### src/hw/rtl/ook_pkg.sv
`timescale 1ns / 1ps
// Shared types, register codes and sine table builder for the OOK Barker-13 modulator.
// No dependencies; imported by ook_barker_modulator, ook_in_reg and ook_sym_gen.
package ook_pkg;

    localparam int unsigned MSG_BYTES_DEF      = 16;
    localparam int unsigned PHASE_BITS_DEF     = 16;
    localparam int unsigned SINE_ADDR_BITS_DEF = 10;

    localparam int unsigned SYNC_LEN = 13;
    // first transmitted Barker bit in bit 0
    localparam logic [SYNC_LEN-1:0] BARKER_SEQ = 13'b1010110011111;

    localparam logic [7:0] DAC_MID = 8'd128;
    localparam logic [7:0] DAC_TOP = 8'd255;
    localparam logic [7:0] DAC_BOT = 8'd1;

    localparam logic [15:0] SPS_RESET    = 16'd1100;
    localparam logic [14:0] STEP_RESET   = 15'd1192;
    localparam logic [7:0]  REPEAT_RESET = 8'd30;

    localparam logic [63:0] PI_Q30  = 64'd3373259426;
    localparam logic [63:0] ONE_Q30 = 64'd1073741824;

    typedef enum logic {
        FUNC_LOAD = 1'b0,
        FUNC_TICK = 1'b1
    } func_t;

    typedef enum logic [1:0] {
        REG_SPS    = 2'd0,
        REG_STEP   = 2'd1,
        REG_REPEAT = 2'd2
    } reg_idx_t;

    typedef struct packed {
        func_t      func;
        logic [7:0] data_byte;
        logic       end_of_message;
    } item_t;

    typedef struct packed {
        logic [7:0] dac_sample;
        logic       active;
        logic       current_bit;
        logic       frame_end;
        logic       all_done;
    } result_t;

    typedef struct packed {
        logic [15:0] sym_samples;
        logic [14:0] phase_step;
        logic [7:0]  repeat_count;
    } cfg_t;

    // floor(127*sin(pi*q/2^(abits-1))) clipped to 0..127, Q30 Taylor series.
    // Used only to build constant tables at elaboration.
    function automatic logic [6:0] sine_frac(input int unsigned q, input int unsigned abits);
        logic [63:0]        x;
        logic [63:0]        x2;
        logic [63:0]        term;
        logic signed [63:0] sum;
        logic [63:0]        f;
        x    = (64'(q) * PI_Q30) >> (abits - 1);
        x2   = (x * x) >> 30;
        term = x;
        sum  = $signed(x);
        term = ((term * x2) >> 30) / 64'd6;
        sum  = sum - $signed(term);
        term = ((term * x2) >> 30) / 64'd20;
        sum  = sum + $signed(term);
        term = ((term * x2) >> 30) / 64'd42;
        sum  = sum - $signed(term);
        term = ((term * x2) >> 30) / 64'd72;
        sum  = sum + $signed(term);
        term = ((term * x2) >> 30) / 64'd110;
        sum  = sum - $signed(term);
        term = ((term * x2) >> 30) / 64'd156;
        sum  = sum + $signed(term);
        term = ((term * x2) >> 30) / 64'd210;
        sum  = sum - $signed(term);
        term = ((term * x2) >> 30) / 64'd272;
        sum  = sum + $signed(term);
        term = ((term * x2) >> 30) / 64'd342;
        sum  = sum - $signed(term);
        if (sum < 0) begin
            sum = 0;
        end
        if (sum > $signed(ONE_Q30)) begin
            sum = $signed(ONE_Q30);
        end
        f = (64'd127 * 64'(sum)) >> 30;
        if (f > 64'd127) begin
            f = 64'd127;
        end
        return f[6:0];
    endfunction

endpackage

### src/hw/rtl/ook_barker_modulator.sv
`timescale 1ns / 1ps
// Top level of the OOK Barker-13 modulator: register port, input stage, core, output register.
// Depends on ook_pkg, ook_in_reg, ook_sym_gen (and through it ook_ram).
//
//  port group | direction | carries
//  -----------+-----------+------------------------------------------------------
//  s_*        | in        | load byte or sample tick (tuser = func, tlast = end)
//  m_*        | out       | one DAC sample per tick (tlast = frame end)
//  cfg_*      | in        | register writes, index 0..2
//
// One transaction per cycle sustained while no tick waits on a stalled m_, loads and ticks alike;
// a tick's sample passes the input register, one core pass, then the output register to m_.
// Reset clears all control state; the message store holds no reset value.
// A stalled m_ side holds the sample; the next tick waits in the input register
// and holds off s_ until the sample is taken.
module ook_barker_modulator #(
    parameter int unsigned MSG_BYTES      = ook_pkg::MSG_BYTES_DEF,
    parameter int unsigned PHASE_BITS     = ook_pkg::PHASE_BITS_DEF,
    parameter int unsigned SINE_ADDR_BITS = ook_pkg::SINE_ADDR_BITS_DEF
) (
    input  logic        aclk,
    input  logic        aresetn,
    input  logic        s_tvalid,
    output logic        s_tready,
    input  logic [7:0]  s_tdata,   // [7:0] data_byte
    input  logic        s_tlast,
    input  logic        s_tuser,   // [0] func
    output logic        m_tvalid,
    input  logic        m_tready,
    output logic [7:0]  m_tdata,   // [7:0] dac_sample
    output logic        m_tlast,
    output logic [2:0]  m_tuser,   // [0] active, [1] current_bit, [2] all_done
    input  logic        cfg_valid,
    output logic        cfg_ready,
    input  logic [1:0]  cfg_index,
    input  logic [15:0] cfg_data
);
    import ook_pkg::*;

    cfg_t    cfg_reg;
    item_t   s_item;
    item_t   item;
    logic    item_go;
    result_t result;
    result_t out_reg;
    logic    out_valid_reg;
    logic    out_valid_next;
    logic    out_load;

    assign cfg_ready = 1'b1;

    always_ff @(posedge aclk) begin
        if (!aresetn) begin
            cfg_reg.sym_samples  <= SPS_RESET;
            cfg_reg.phase_step   <= STEP_RESET;
            cfg_reg.repeat_count <= REPEAT_RESET;
        end else if (cfg_valid && cfg_ready) begin
            case (reg_idx_t'(cfg_index))
                REG_SPS:    cfg_reg.sym_samples  <= cfg_data;
                REG_STEP:   cfg_reg.phase_step   <= cfg_data[14:0];
                REG_REPEAT: cfg_reg.repeat_count <= cfg_data[7:0];
                default: begin
                end
            endcase
        end
    end

    assign s_item.func           = func_t'(s_tuser);
    assign s_item.data_byte      = s_tdata;
    assign s_item.end_of_message = s_tlast;

    ook_in_reg u_in (
        .aclk     (aclk),
        .aresetn  (aresetn),
        .s_valid  (s_tvalid),
        .s_ready  (s_tready),
        .s_item   (s_item),
        .out_busy (out_valid_reg && !m_tready),
        .item_go  (item_go),
        .item     (item)
    );

    ook_sym_gen #(
        .MSG_BYTES      (MSG_BYTES),
        .PHASE_BITS     (PHASE_BITS),
        .SINE_ADDR_BITS (SINE_ADDR_BITS)
    ) u_gen (
        .aclk    (aclk),
        .aresetn (aresetn),
        .cfg     (cfg_reg),
        .item_go (item_go),
        .item    (item),
        .result  (result)
    );

    assign out_load = item_go && (item.func == FUNC_TICK);

    always_comb begin
        out_valid_next = out_valid_reg;
        if (out_load) begin
            out_valid_next = 1'b1;
        end else if (m_tready) begin
            out_valid_next = 1'b0;
        end
    end

    always_ff @(posedge aclk) begin
        if (!aresetn) begin
            out_valid_reg <= 1'b0;
        end else begin
            out_valid_reg <= out_valid_next;
        end
    end

    always_ff @(posedge aclk) begin
        if (out_load) begin
            out_reg <= result;
        end
    end

    assign m_tvalid = out_valid_reg;
    assign m_tdata  = out_reg.dac_sample;
    assign m_tlast  = out_reg.frame_end;
    assign m_tuser  = {out_reg.all_done, out_reg.current_bit, out_reg.active};

endmodule

### src/hw/rtl/ook_ram.sv
`timescale 1ns / 1ps
// Generic single-write, single-read RAM with registered read and write-through bypass.
// No dependencies.
module ook_ram #(
    parameter int unsigned WIDTH = 8,
    parameter int unsigned DEPTH = 16
) (
    input  logic                                     aclk,
    input  logic                                     wr_en,
    input  logic [(DEPTH > 1 ? $clog2(DEPTH) : 1)-1:0] wr_addr,
    input  logic [WIDTH-1:0]                         wr_data,
    input  logic [(DEPTH > 1 ? $clog2(DEPTH) : 1)-1:0] rd_addr,
    output logic [WIDTH-1:0]                         rd_data
);

    logic [WIDTH-1:0] mem_reg [DEPTH];

    always_ff @(posedge aclk) begin
        if (wr_en) begin
            mem_reg[wr_addr] <= wr_data;
        end
        if (wr_en && (wr_addr == rd_addr)) begin
            rd_data <= wr_data;
        end else begin
            rd_data <= mem_reg[rd_addr];
        end
    end

endmodule

### src/hw/rtl/ook_in_reg.sv
`timescale 1ns / 1ps
// Input holding register: takes one transaction per cycle unless a held tick
// waits on out_busy, and releases it to the core. Depends on ook_pkg.
module ook_in_reg (
    input  logic           aclk,
    input  logic           aresetn,
    input  logic           s_valid,
    output logic           s_ready,
    input  ook_pkg::item_t s_item,
    input  logic           out_busy,
    output logic           item_go,
    output ook_pkg::item_t item
);
    import ook_pkg::*;

    logic  valid_reg;
    logic  valid_next;
    item_t item_reg;

    // a load never produces a result, so it never waits on the output side
    assign item_go = valid_reg && ((item_reg.func == FUNC_LOAD) || !out_busy);
    assign s_ready = !valid_reg || item_go;
    assign item    = item_reg;

    always_comb begin
        valid_next = valid_reg;
        if (s_valid && s_ready) begin
            valid_next = 1'b1;
        end else if (item_go) begin
            valid_next = 1'b0;
        end
    end

    always_ff @(posedge aclk) begin
        if (!aresetn) begin
            valid_reg <= 1'b0;
        end else begin
            valid_reg <= valid_next;
        end
    end

    always_ff @(posedge aclk) begin
        if (s_valid && s_ready) begin
            item_reg <= s_item;
        end
    end

endmodule

### src/hw/rtl/ook_sym_gen.sv
`timescale 1ns / 1ps
// Frame sequencer: message store, symbol and bit counters, carrier phase and sine lookup.
// Depends on ook_pkg and ook_ram.
module ook_sym_gen #(
    parameter int unsigned MSG_BYTES      = ook_pkg::MSG_BYTES_DEF,
    parameter int unsigned PHASE_BITS     = ook_pkg::PHASE_BITS_DEF,
    parameter int unsigned SINE_ADDR_BITS = ook_pkg::SINE_ADDR_BITS_DEF
) (
    input  logic             aclk,
    input  logic             aresetn,
    input  ook_pkg::cfg_t    cfg,
    input  logic             item_go,
    input  ook_pkg::item_t   item,
    output ook_pkg::result_t result
);
    import ook_pkg::*;

    localparam int unsigned ADDR_W  = (MSG_BYTES > 1) ? $clog2(MSG_BYTES) : 1;
    localparam int unsigned CNT_W   = $clog2(MSG_BYTES + 1);
    localparam int unsigned IDX_W   = $clog2(MSG_BYTES * 8 + SYNC_LEN);
    localparam int unsigned CMP_W   = IDX_W + 1;
    localparam int unsigned SUM_W   = (PHASE_BITS > 15) ? PHASE_BITS : 15;
    localparam int unsigned HALF    = 1 << (SINE_ADDR_BITS - 1);
    localparam int unsigned QUARTER = 1 << (SINE_ADDR_BITS - 2);

    logic [CNT_W-1:0]      count_reg, count_next;
    logic [IDX_W-1:0]      idx_reg, idx_next;
    logic [15:0]           scnt_reg, scnt_next;
    logic [PHASE_BITS-1:0] phase_reg, phase_next;
    logic [7:0]            rep_reg, rep_next;
    logic                  tx_reg, tx_next;

    logic                  wr_en;
    logic [7:0]            rd_byte;

    logic [6:0]            qlut [QUARTER];

    logic [CMP_W-1:0]      msg_bits;
    logic [CMP_W-1:0]      nbits;
    logic [CMP_W-1:0]      bark_pos;
    logic                  bit_val;
    logic [16:0]           sps_eff;
    logic                  last_sample;
    logic                  last_bit;
    logic                  fe;
    logic                  done;

    logic [SINE_ADDR_BITS-1:0] sine_addr;
    logic [SINE_ADDR_BITS-1:0] r_ext;
    logic [SINE_ADDR_BITS-2:0] q;
    logic                      neg;
    logic [6:0]                frac;
    logic [7:0]                sine_val;

    for (genvar k = 0; k < QUARTER; k++) begin : g_qlut
        assign qlut[k] = sine_frac(k, SINE_ADDR_BITS);
    end

    ook_ram #(
        .WIDTH (8),
        .DEPTH (MSG_BYTES)
    ) u_store (
        .aclk    (aclk),
        .wr_en   (wr_en),
        .wr_addr (ADDR_W'(count_reg)),
        .wr_data (item.data_byte),
        .rd_addr (ADDR_W'(idx_next >> 3)),
        .rd_data (rd_byte)
    );

    // frame bit for the current index
    always_comb begin
        msg_bits = CMP_W'({count_reg, 3'b000});
        nbits    = msg_bits + CMP_W'(SYNC_LEN);
        bark_pos = CMP_W'(idx_reg) - msg_bits;
        if (CMP_W'(idx_reg) < msg_bits) begin
            bit_val = rd_byte[3'd7 - idx_reg[2:0]];
        end else if (bark_pos < CMP_W'(SYNC_LEN)) begin
            bit_val = BARKER_SEQ[bark_pos[3:0]];
        end else begin
            bit_val = 1'b0;
        end
    end

    // sine lookup on a quarter wave
    always_comb begin
        sine_addr = SINE_ADDR_BITS'({phase_reg, {SINE_ADDR_BITS{1'b0}}} >> PHASE_BITS);
        neg       = sine_addr[SINE_ADDR_BITS-1];
        r_ext     = {1'b0, sine_addr[SINE_ADDR_BITS-2:0]};
        if (r_ext <= SINE_ADDR_BITS'(QUARTER)) begin
            q = r_ext[SINE_ADDR_BITS-2:0];
        end else begin
            q = (SINE_ADDR_BITS-1)'(SINE_ADDR_BITS'(HALF) - r_ext);
        end
        frac = qlut[q[SINE_ADDR_BITS-3:0]];
        if (q == '0) begin
            sine_val = DAC_MID;
        end else if (q == (SINE_ADDR_BITS-1)'(QUARTER)) begin
            sine_val = neg ? DAC_BOT : DAC_TOP;
        end else if (neg) begin
            sine_val = 8'd127 - {1'b0, frac};
        end else begin
            sine_val = DAC_MID + {1'b0, frac};
        end
    end

    always_comb begin
        sps_eff     = (cfg.sym_samples == '0) ? 17'd1 : {1'b0, cfg.sym_samples};
        last_sample = ({1'b0, scnt_reg} + 17'd1) >= sps_eff;
        last_bit    = (CMP_W'(idx_reg) + CMP_W'(1)) >= nbits;
        fe          = last_sample && last_bit;
        done        = fe && (rep_reg <= 8'd1);

        if (tx_reg) begin
            result.dac_sample  = bit_val ? sine_val : DAC_MID;
            result.active      = 1'b1;
            result.current_bit = bit_val;
            result.frame_end   = fe;
            result.all_done    = done;
        end else begin
            result.dac_sample  = DAC_MID;
            result.active      = 1'b0;
            result.current_bit = 1'b0;
            result.frame_end   = 1'b0;
            result.all_done    = 1'b0;
        end
    end

    always_comb begin
        count_next = count_reg;
        idx_next   = idx_reg;
        scnt_next  = scnt_reg;
        phase_next = phase_reg;
        rep_next   = rep_reg;
        tx_next    = tx_reg;
        wr_en      = 1'b0;
        if (item_go && (item.func == FUNC_LOAD) && !tx_reg) begin
            if (count_reg < CNT_W'(MSG_BYTES)) begin
                wr_en      = 1'b1;
                count_next = count_reg + CNT_W'(1);
            end
            if (item.end_of_message) begin
                tx_next    = 1'b1;
                idx_next   = '0;
                scnt_next  = '0;
                phase_next = '0;
                rep_next   = (cfg.repeat_count == '0) ? 8'd1 : cfg.repeat_count;
            end
        end else if (item_go && (item.func == FUNC_TICK) && tx_reg) begin
            if (last_sample) begin
                scnt_next  = '0;
                phase_next = '0;
                if (last_bit) begin
                    idx_next = '0;
                    if (done) begin
                        tx_next    = 1'b0;
                        count_next = '0;
                        rep_next   = '0;
                    end else begin
                        rep_next = rep_reg - 8'd1;
                    end
                end else begin
                    idx_next = idx_reg + IDX_W'(1);
                end
            end else begin
                scnt_next  = scnt_reg + 16'd1;
                phase_next = PHASE_BITS'(SUM_W'(phase_reg) + SUM_W'(cfg.phase_step));
            end
        end
    end

    always_ff @(posedge aclk) begin
        if (!aresetn) begin
            count_reg <= '0;
            idx_reg   <= '0;
            scnt_reg  <= '0;
            phase_reg <= '0;
            rep_reg   <= '0;
            tx_reg    <= 1'b0;
        end else begin
            count_reg <= count_next;
            idx_reg   <= idx_next;
            scnt_reg  <= scnt_next;
            phase_reg <= phase_next;
            rep_reg   <= rep_next;
            tx_reg    <= tx_next;
        end
    end

endmodule
### config.mk
export PLATFORM = sky130hd
export DESIGN_NAME = ook_barker_modulator
export DESIGN_NICKNAME = d
export VERILOG_FILES = /design/src/hw/rtl/ook_pkg.sv /design/src/hw/rtl/ook_barker_modulator.sv /design/src/hw/rtl/ook_ram.sv /design/src/hw/rtl/ook_in_reg.sv /design/src/hw/rtl/ook_sym_gen.sv
export SDC_FILE = /design/constraint.sdc
export NUM_CORES = 1
export LEC_CHECK = 0
export BUFFER_PORTS_ARGS = -buffer_cell sky130_fd_sc_hd__buf_2
export CORE_UTILIZATION = 50
export CTS_BUF_LIST = sky130_fd_sc_hd__clkbuf_4 sky130_fd_sc_hd__clkbuf_8
export CTS_CLUSTER_SIZE = 40
export DETAILED_ROUTE_END_ITERATION = 8
export PLACE_DENSITY_LB_ADDON = 0.05
export SLEW_MARGIN = 20
export SYNTH_ARGS = -nofsm -noshare
export SYNTH_HDL_FRONTEND = slang
export SYNTH_SLANG_ARGS = --single-unit
### constraint.sdc
create_clock -name aclk -period 5.3 [get_ports aclk]
set_clock_uncertainty 0.05 [all_clocks]
set_input_delay 0.53 -clock aclk [delete_from_list [all_inputs] [get_ports aclk]]
set_output_delay 0.53 -clock aclk [all_outputs]
set_load 0.02 [all_outputs]
==> Word level (Yosys, flattened, before mapping) <==
Memories as Yosys holds them, arrays and structs flattened. A register that Yosys moved wholly into a read port is not among the register bits.
Cells that the tools add are included.
W data, S select, Z words.
{ "classes": {"addsub": 13, "order_cmp": 10, "eq_ne": 5, "n_mux": 52, "bitwise": 4, "n_reduce_logical": 34} }
{ "op_table": {"columns": ["op", "n"], "rows": [
  ["$mux W16", 8],
  ["$mux W8", 15],
  ["$mux W5", 6],
  ["$mux W1", 18],
  ["$add A16 B1 Y17 const B", 1],
  ["$ge A17 B17 Y1", 1],
  ["$add A16 B1 Y16 const B", 1],
  ["$add A16 B15 Y16", 1],
  ["$logic_not A16 Y1", 1],
  ["$mux W7", 2],
  ["$reduce_bool A2 Y1", 6],
  ["$reduce_and A5 Y1", 2],
  ["$add A8 B1 Y9 const B", 1],
  ["$add A8 B4 Y9 const B", 1],
  ["$eq A9 B9 Y1 const B", 1],
  ["$ge A9 B9 Y1", 1],
  ["$ge A9 B9 Y1 const B", 1],
  ["$le A9 B9 Y1 const B", 1],
  ["$logic_and A1 B1 Y1", 9],
  ["$logic_not A9 Y1", 1],
  ["$lt A9 B4 Y1 const B", 1],
  ["$mux W9", 1],
  ["$not A8 Y9", 1],
  ["$sub A1 B9 Y9 const A", 1],
  ["other kinds (26)", 36]
]} }
{ "totals": {"register_bits": 117, "mem_bits_rw": 128, "romBits": 1808, "in_bits": 33, "output_inout_bits": 15, "mem_count": 3} }
{ "memory_table": {"columns": ["memory", "words", "word_bits", "rd", "rd_ports_with_merged_regs", "write_ports", "line", "text"], "rows": [
  ["(name not given)", 256, 7, 1, 0, 0, "ook_sym_gen.sv:95", "frac = qlut[q[SINE_ADDR_BITS-3:0]];"],
  ["u_gen.u_store.mem_reg", 16, 8, 1, 1, 1, "ook_ram.sv:16", "logic [WIDTH-1:0] mem_reg [DEPTH];"],
  ["(name not given)", 16, 1, 1, 0, 0, "ook_sym_gen.sv:79", "bit_val = BARKER_SEQ[bark_pos[3:0]];"]
]} }

==> Longest topological paths before layout <==
{ "logic_depth": {"ltp_word": 10, "mapped_depth": 20, "depth_no_buf": 16} }

==> Cells and area by module <==
From an unflattened synthesis, not the netlist that was laid out.
{ "unflattened": {"hier_cells": 1257, "area_unflattened_um2": 13849.5} }
{ "by_module_without_submodules": {"columns": ["mod", "instances", "cells_per_inst", "area_per_inst_um2", "seq_area_each_um2"], "rows": [
  ["ook_sym_gen", 1, 840, 6456.2, 1081.0],
  ["ook_ram", 1, 225, 5067.4, 3923.8],
  ["ook_barker_modulator", 1, 176, 1970.6, 1161.1],
  ["ook_in_reg", 1, 16, 355.3, 320.3]
]} }

==> Worst setup path before layout <==
No wires, ideal clock.
{ "synth_path": {"path_type": "register -> register", "startpoint": "register u_gen.phase_reg[6]", "endpoint": "register out_reg, in the netlist m_tdata[1] (data pin)", "arrival_ns": 3.804, "t_required_ns": 4.990, "slack_ns": 1.186, "stages_incl_launch_ff": 21, "path_buffers": 4, "path_cell_list": "dfxtp_1 > buf_2 > inv_1 > ha_1 > or4b_1 > buf_2 > o21ai_2 > mux2_4 > inv_4 > buf_4 > ha_1 > clkbuf_1 > nand2_1 > o221ai_1 > o31ai_1 > o211ai_1 > a211oi_1 > a311oi_1 > a21oi_1 > o211ai_2 > mux2i_1"} }
{ "synth_via": {"elab_chain_cells": 9, "word_cells_on_any_way": 14} }
{ "synth_rtl": {"columns": ["element", "line", "text"], "rows": [
  ["start, declared", "ook_sym_gen.sv:29", "logic [PHASE_BITS-1:0] phase_reg, phase_next;"],
  ["start signal, assigned", "ook_sym_gen.sv:184", "phase_reg <= phase_next;"],
  ["$sub A1 B9 Y9 or $le A9 B9 Y1 (tied branches)", "ook_sym_gen.sv:93, ook_sym_gen.sv:90", null],
  ["$mux W9 *", "ook_sym_gen.sv:90", "if (r_ext <= SINE_ADDR_BITS'(QUARTER)) begin"],
  ["$not A8 Y9 (implied by the code)", "ook_sym_gen.sv:95", null],
  ["$mem_v2 Z256 W7", null, null],
  ["$mux W7 (implied by the code) (2 in a row)", "ook_sym_gen.sv:95", null],
  ["$add A8 B7 Y8 or $sub A7 B7 Y8 (tied branches)", "ook_sym_gen.sv:103, ook_sym_gen.sv:101", null],
  ["$mux W8", "ook_sym_gen.sv:100", "end else if (neg) begin"],
  ["$mux W8", "ook_sym_gen.sv:98", "end else if (q == (SINE_ADDR_BITS-1)'(QUARTER)) begin"],
  ["end signal, assigned", "ook_barker_modulator.sv:117", "out_reg <= result;"],
  ["end, declared", "ook_barker_modulator.sv:45", "result_t out_reg;"]
]} }
Mark *: on every way between the ends. The rest lies on a longest branch, timed or not. The select of a mux whose other input is x is not followed.
A chain may end at the register's enable or synchronous reset.

==> Final worst setup path <==
Same ends and word-level chain as after synthesis.

==> run summary <==
## Clock tree
• **clk slew on worst S/H paths** 0.06 ns
• **Clk Latency, worst-skew pair** 0.56 ns
• **TritonCTS Buffers** 43
• **TritonCTS clock tree** done
• **hold buffer count at CTS** 0
• **maximum clock path buffer count** 3
• **clock sink total** 249
• **cell chosen for the clock root** sky130_fd_sc_hd__clkbuf_8
• **Post-CTS Resized** 0
• **htree depth** 2
• **post-CTS setup repair buffer count** 0

## Hold path
• **Worst Hold Endpoint** u_in.item[4]$_DFFE_PP_
• **Tightest Hold Check Type** in2reg
• **hold path cells** 1
• **startpoint of the worst hold path** s_tdata[3]

## Worst setup path
• **CP dominant cell by count** sky130_fd_sc_hd__ha_1
• **R2R Path End** m_tdata[1]$_SDFFCE_PP0P_
• **cells along the critical path** inv_1 > ha_1 > or4b_1 > o21ai_2 > mux2_4 > inv_4 > ha_1 > nand2_1 > o221ai_1 > o31ai_1 > o211ai_1 > a211oi_1 > a311oi_1 > a21oi_1 > o211ai_2 > mux2i_1
• **flop2flop setup slack** 1.04 ns
• **slowest stage delay, CP** 0.62 ns
• **endpoint required time on the critical path** 5.64 ns
• **data arrival time of the worst path** 4.60 ns
• **Buf+Inv Stages, Crit Path** 2
• **Worst Setup Path Type** reg2reg
• **CP endpoint kind** register
• **Crit-path slowest cell** sky130_fd_sc_hd__or4b_1
• **category of cells accounting for the largest share of critical-path delay** compound AO/OA/AOI/OAI gates
• **Max FO, Critical Path** 16
• **kind of launch point of the worst setup path** register
• **startpoint of the worst register-to-register path** u_gen.phase_reg[6]$_SDFFE_PN0P_
• **worst reg-to-reg path cell count** 16

## Pwr
• **maximum resistive drop on vdd** 257 uV
• **leakage power of the design** 5.52 nW
• **power density over cell area** 278 mW/mm^2
• **Pwr Total** 0.00413 W

## Placement
• **number of cells in the design after placement** 1593
• **weighted congestion at the end of routability-driven global placement** 0.876
• **DP Worst Slack** 1.11 ns
• **hpwl dp** 22300 microns
• **port buffer count** 46

## Yosys
• **Mean Syn Cell Area** 10.6 sq um
• **area share of the largest cell type after synthesis** 33.5%
• **largest cells by area after synthesis** sky130_fd_sc_hd__edfxtp_1, sky130_fd_sc_hd__dfxtp_1, sky130_fd_sc_hd__ha_1, sky130_fd_sc_hd__mux4_2, sky130_fd_sc_hd__nand2_1
• **number of synthesis warnings** 0
• **top cell type by total area after synthesis** sky130_fd_sc_hd__edfxtp_1
• **Seq/Total Area, Yosys** 48.2%
• **Post-synth EDFFs** 150
• **async set-reset flop share out of synthesis** 0%
• **most instantiated flip-flop cell in the synthesis netlist** sky130_fd_sc_hd__edfxtp_1
• **total standard cell area after synthesis** 0.0135 sq mm
• **number of library cell types mapped by synthesis** 93
• **number of nets in the synthesized netlist** 1369
• **synthesized netlist cell count** 1270
• **number of synthesized register bits** 249

## Run status
• **outcome** complete, but fails checks
• **failing checks** design-rule violations

## Drt
• **post-detailed-route count of antenna-violating nets** 0
• **via total after detailed routing** 10127
• **wire length per cell** 19.6 microns
• **drt initial violations** 975
• **Total Routed Length** 32800 microns
• **number of iterations in the first detailed-routing pass** 9
• **detailed-route DRC error count** 4
• **vias per cell** 6.06

## STA
• **TNS Setup** 0 ns
• **final setup violation count** 0
• **Final Cycle Share** 80.4%
• **headroom to the max-slew limit** 31.3%
• **final period demand of the worst path** 4.26 ns
• **Peak Freq** 235 MHz
• **slew at the pin closest to its max-slew limit** 1.03 ns
• **setup repair after global routing missed its margin** false
• **post-route worst setup slack** 1.04 ns
• **max-slew violations** 0
• **number of failing hold endpoints at the final stage** 0

## Finish
• **post-synthesis to final-layout area growth** 10.5%
• **final-layout fill cell count** 2234
• **multi-input combinational cell area** 0.00645 sq mm
• **Layout Utilization** 56.7%
• **most common library cell in the layout ignoring fill and taps** sky130_fd_sc_hd__edfxtp_1
• **filler-free cell count of the finished design** 1672
• **layout cells sized above 1** 16.6%
• **Sequential cell area** 0.00649 sq mm
• **number of nets in the layout** 1402
• **commonest cells after routing, fill and taps aside** sky130_fd_sc_hd__edfxtp_1, sky130_fd_sc_hd__nand2_1, sky130_fd_sc_hd__nor2_1
• **n_diodes** 0
• **flip-flop count of the largest register after layout** 128

## Global routing
• **maximum number of pins on one net before global-route repair** 41
• **antenna violations before repair** 0
• **global-route wire length before repair** 53000 microns
• **aggregate global-route resource usage** 24.1%
• **number of global-route vias before repair** 9914
• **total grt overflow** 0

## Floorplan
• **Initial Util** 51.3%
• **die extent in x** 166 microns
• **area of the die** 0.0276 sq mm
• **top-level port count** 48
• **placeable core region** 0.0262 sq mm
• **standard-cell rows** 59
• **vertical extent of the die** 166 microns

## Run
• **max-cap violations** 0

## power breakdown
part	internal [W]	switching [W]
Sequential	0.00207	0.0000304
Combinational	0.0000618	0.000107
Clock	0.00107	0.000784
## synth_stat cells, types with 10 or more instances
master                     number
sky130_fd_sc_hd__o211ai_1      13
sky130_fd_sc_hd__ha_1          64
sky130_fd_sc_hd__a21o_1        14
sky130_fd_sc_hd__mux2_2        10
sky130_fd_sc_hd__nor2_1       104
sky130_fd_sc_hd__a22oi_1       25
sky130_fd_sc_hd__xor2_1        13
sky130_fd_sc_hd__mux4_2        34
sky130_fd_sc_hd__nor3_1        31
sky130_fd_sc_hd__buf_2         13
sky130_fd_sc_hd__xnor2_1       33
sky130_fd_sc_hd__a211oi_1      12
sky130_fd_sc_hd__inv_1         45
sky130_fd_sc_hd__a21oi_1       96
sky130_fd_sc_hd__clkbuf_1      49
sky130_fd_sc_hd__mux2i_1       24
sky130_fd_sc_hd__dfxtp_1       99
sky130_fd_sc_hd__nand3_1       36
sky130_fd_sc_hd__and3_1        18
sky130_fd_sc_hd__nand2_1      139
sky130_fd_sc_hd__edfxtp_1     150
sky130_fd_sc_hd__o21ai_0       32
## kinds of logic after synthesis
kind of cell / after synthesis / share of synthesized area (%)
AND/OR/NAND/NOR: 415 / 14.7
AO/OA/AOI/OAI: 296 / 15.1
flip-flops: 249 / 48.2
buffers and inverters: 128 / 4.21
multiplexers: 69 / 8.43
adder cells (fa/ha/maj): 66 / 6.25
XOR/XNOR: 46 / 2.99
other: 1 / 0.0279
## how the worst max path moves through the flow
stage | from | end | slack (ns) | depth (start not counted)
final | u_gen.phase_reg[6]$_SDFFE_PN0P_ | m_tdata[1]$_SDFFCE_PP0P_ | 1.04 | 16
after global routing | u_gen.phase_reg[6]$_SDFFE_PN0P_ | m_tdata[1]$_SDFFCE_PP0P_ | 0.70 | 16
after CTS | u_gen.phase_reg[6]$_SDFFE_PN0P_ | m_tdata[1]$_SDFFCE_PP0P_ | 1.08 | 16
after detailed placement | u_gen.phase_reg[6]$_SDFFE_PN0P_ | m_tdata[1]$_SDFFCE_PP0P_ | 1.11 | 16
after global placement | u_gen.phase_reg[6]$_SDFFE_PN0P_ | m_tdata[1]$_SDFFCE_PP0P_ | 1.19 | 16
after floorplan | u_gen.phase_reg[6]$_SDFFE_PN0P_ | m_tdata[1]$_SDFFCE_PP0P_ | 1.19 | 20
## layout make-up
type / instances / share of cell area, %
repair buffers: 67 / 2.61
clock inverters: 15 / 0.909
clock buffers: 64 / 5.38
flip-flops and latches: 249 / 43.6
well taps: 335 / 2.82
multi-input cells: 893 / 43.4
inverters: 49 / 1.25
## routing by layer
metal | part of all wire, % | up-vias | routed length, microns | track usage, %
li1 | - | 4827 | - | -
met1 | 48 | 4939 | 15900 | 34.9
met2 | 45 | 302 | 14700 | 37.8
met3 | 4.8 | 59 | 1580 | 3.34
met4 | 2.1 | 0 | 677 | 6.95
met5 | 0 | - | 0 | 0
## metrics by stage
step / hold WS (ns) / area (sq um)
2_1_floorplan: 0.386 / 13500
3_3_place_gp: 0.393 / 13900
3_5_place_dp: 0.402 / 13900
4_1_cts: 0.0770 / 14900
5_1_grt: 0.0813 / 14900
6_report: 0.111 / 14900
(Power assumes the default switching activity.)
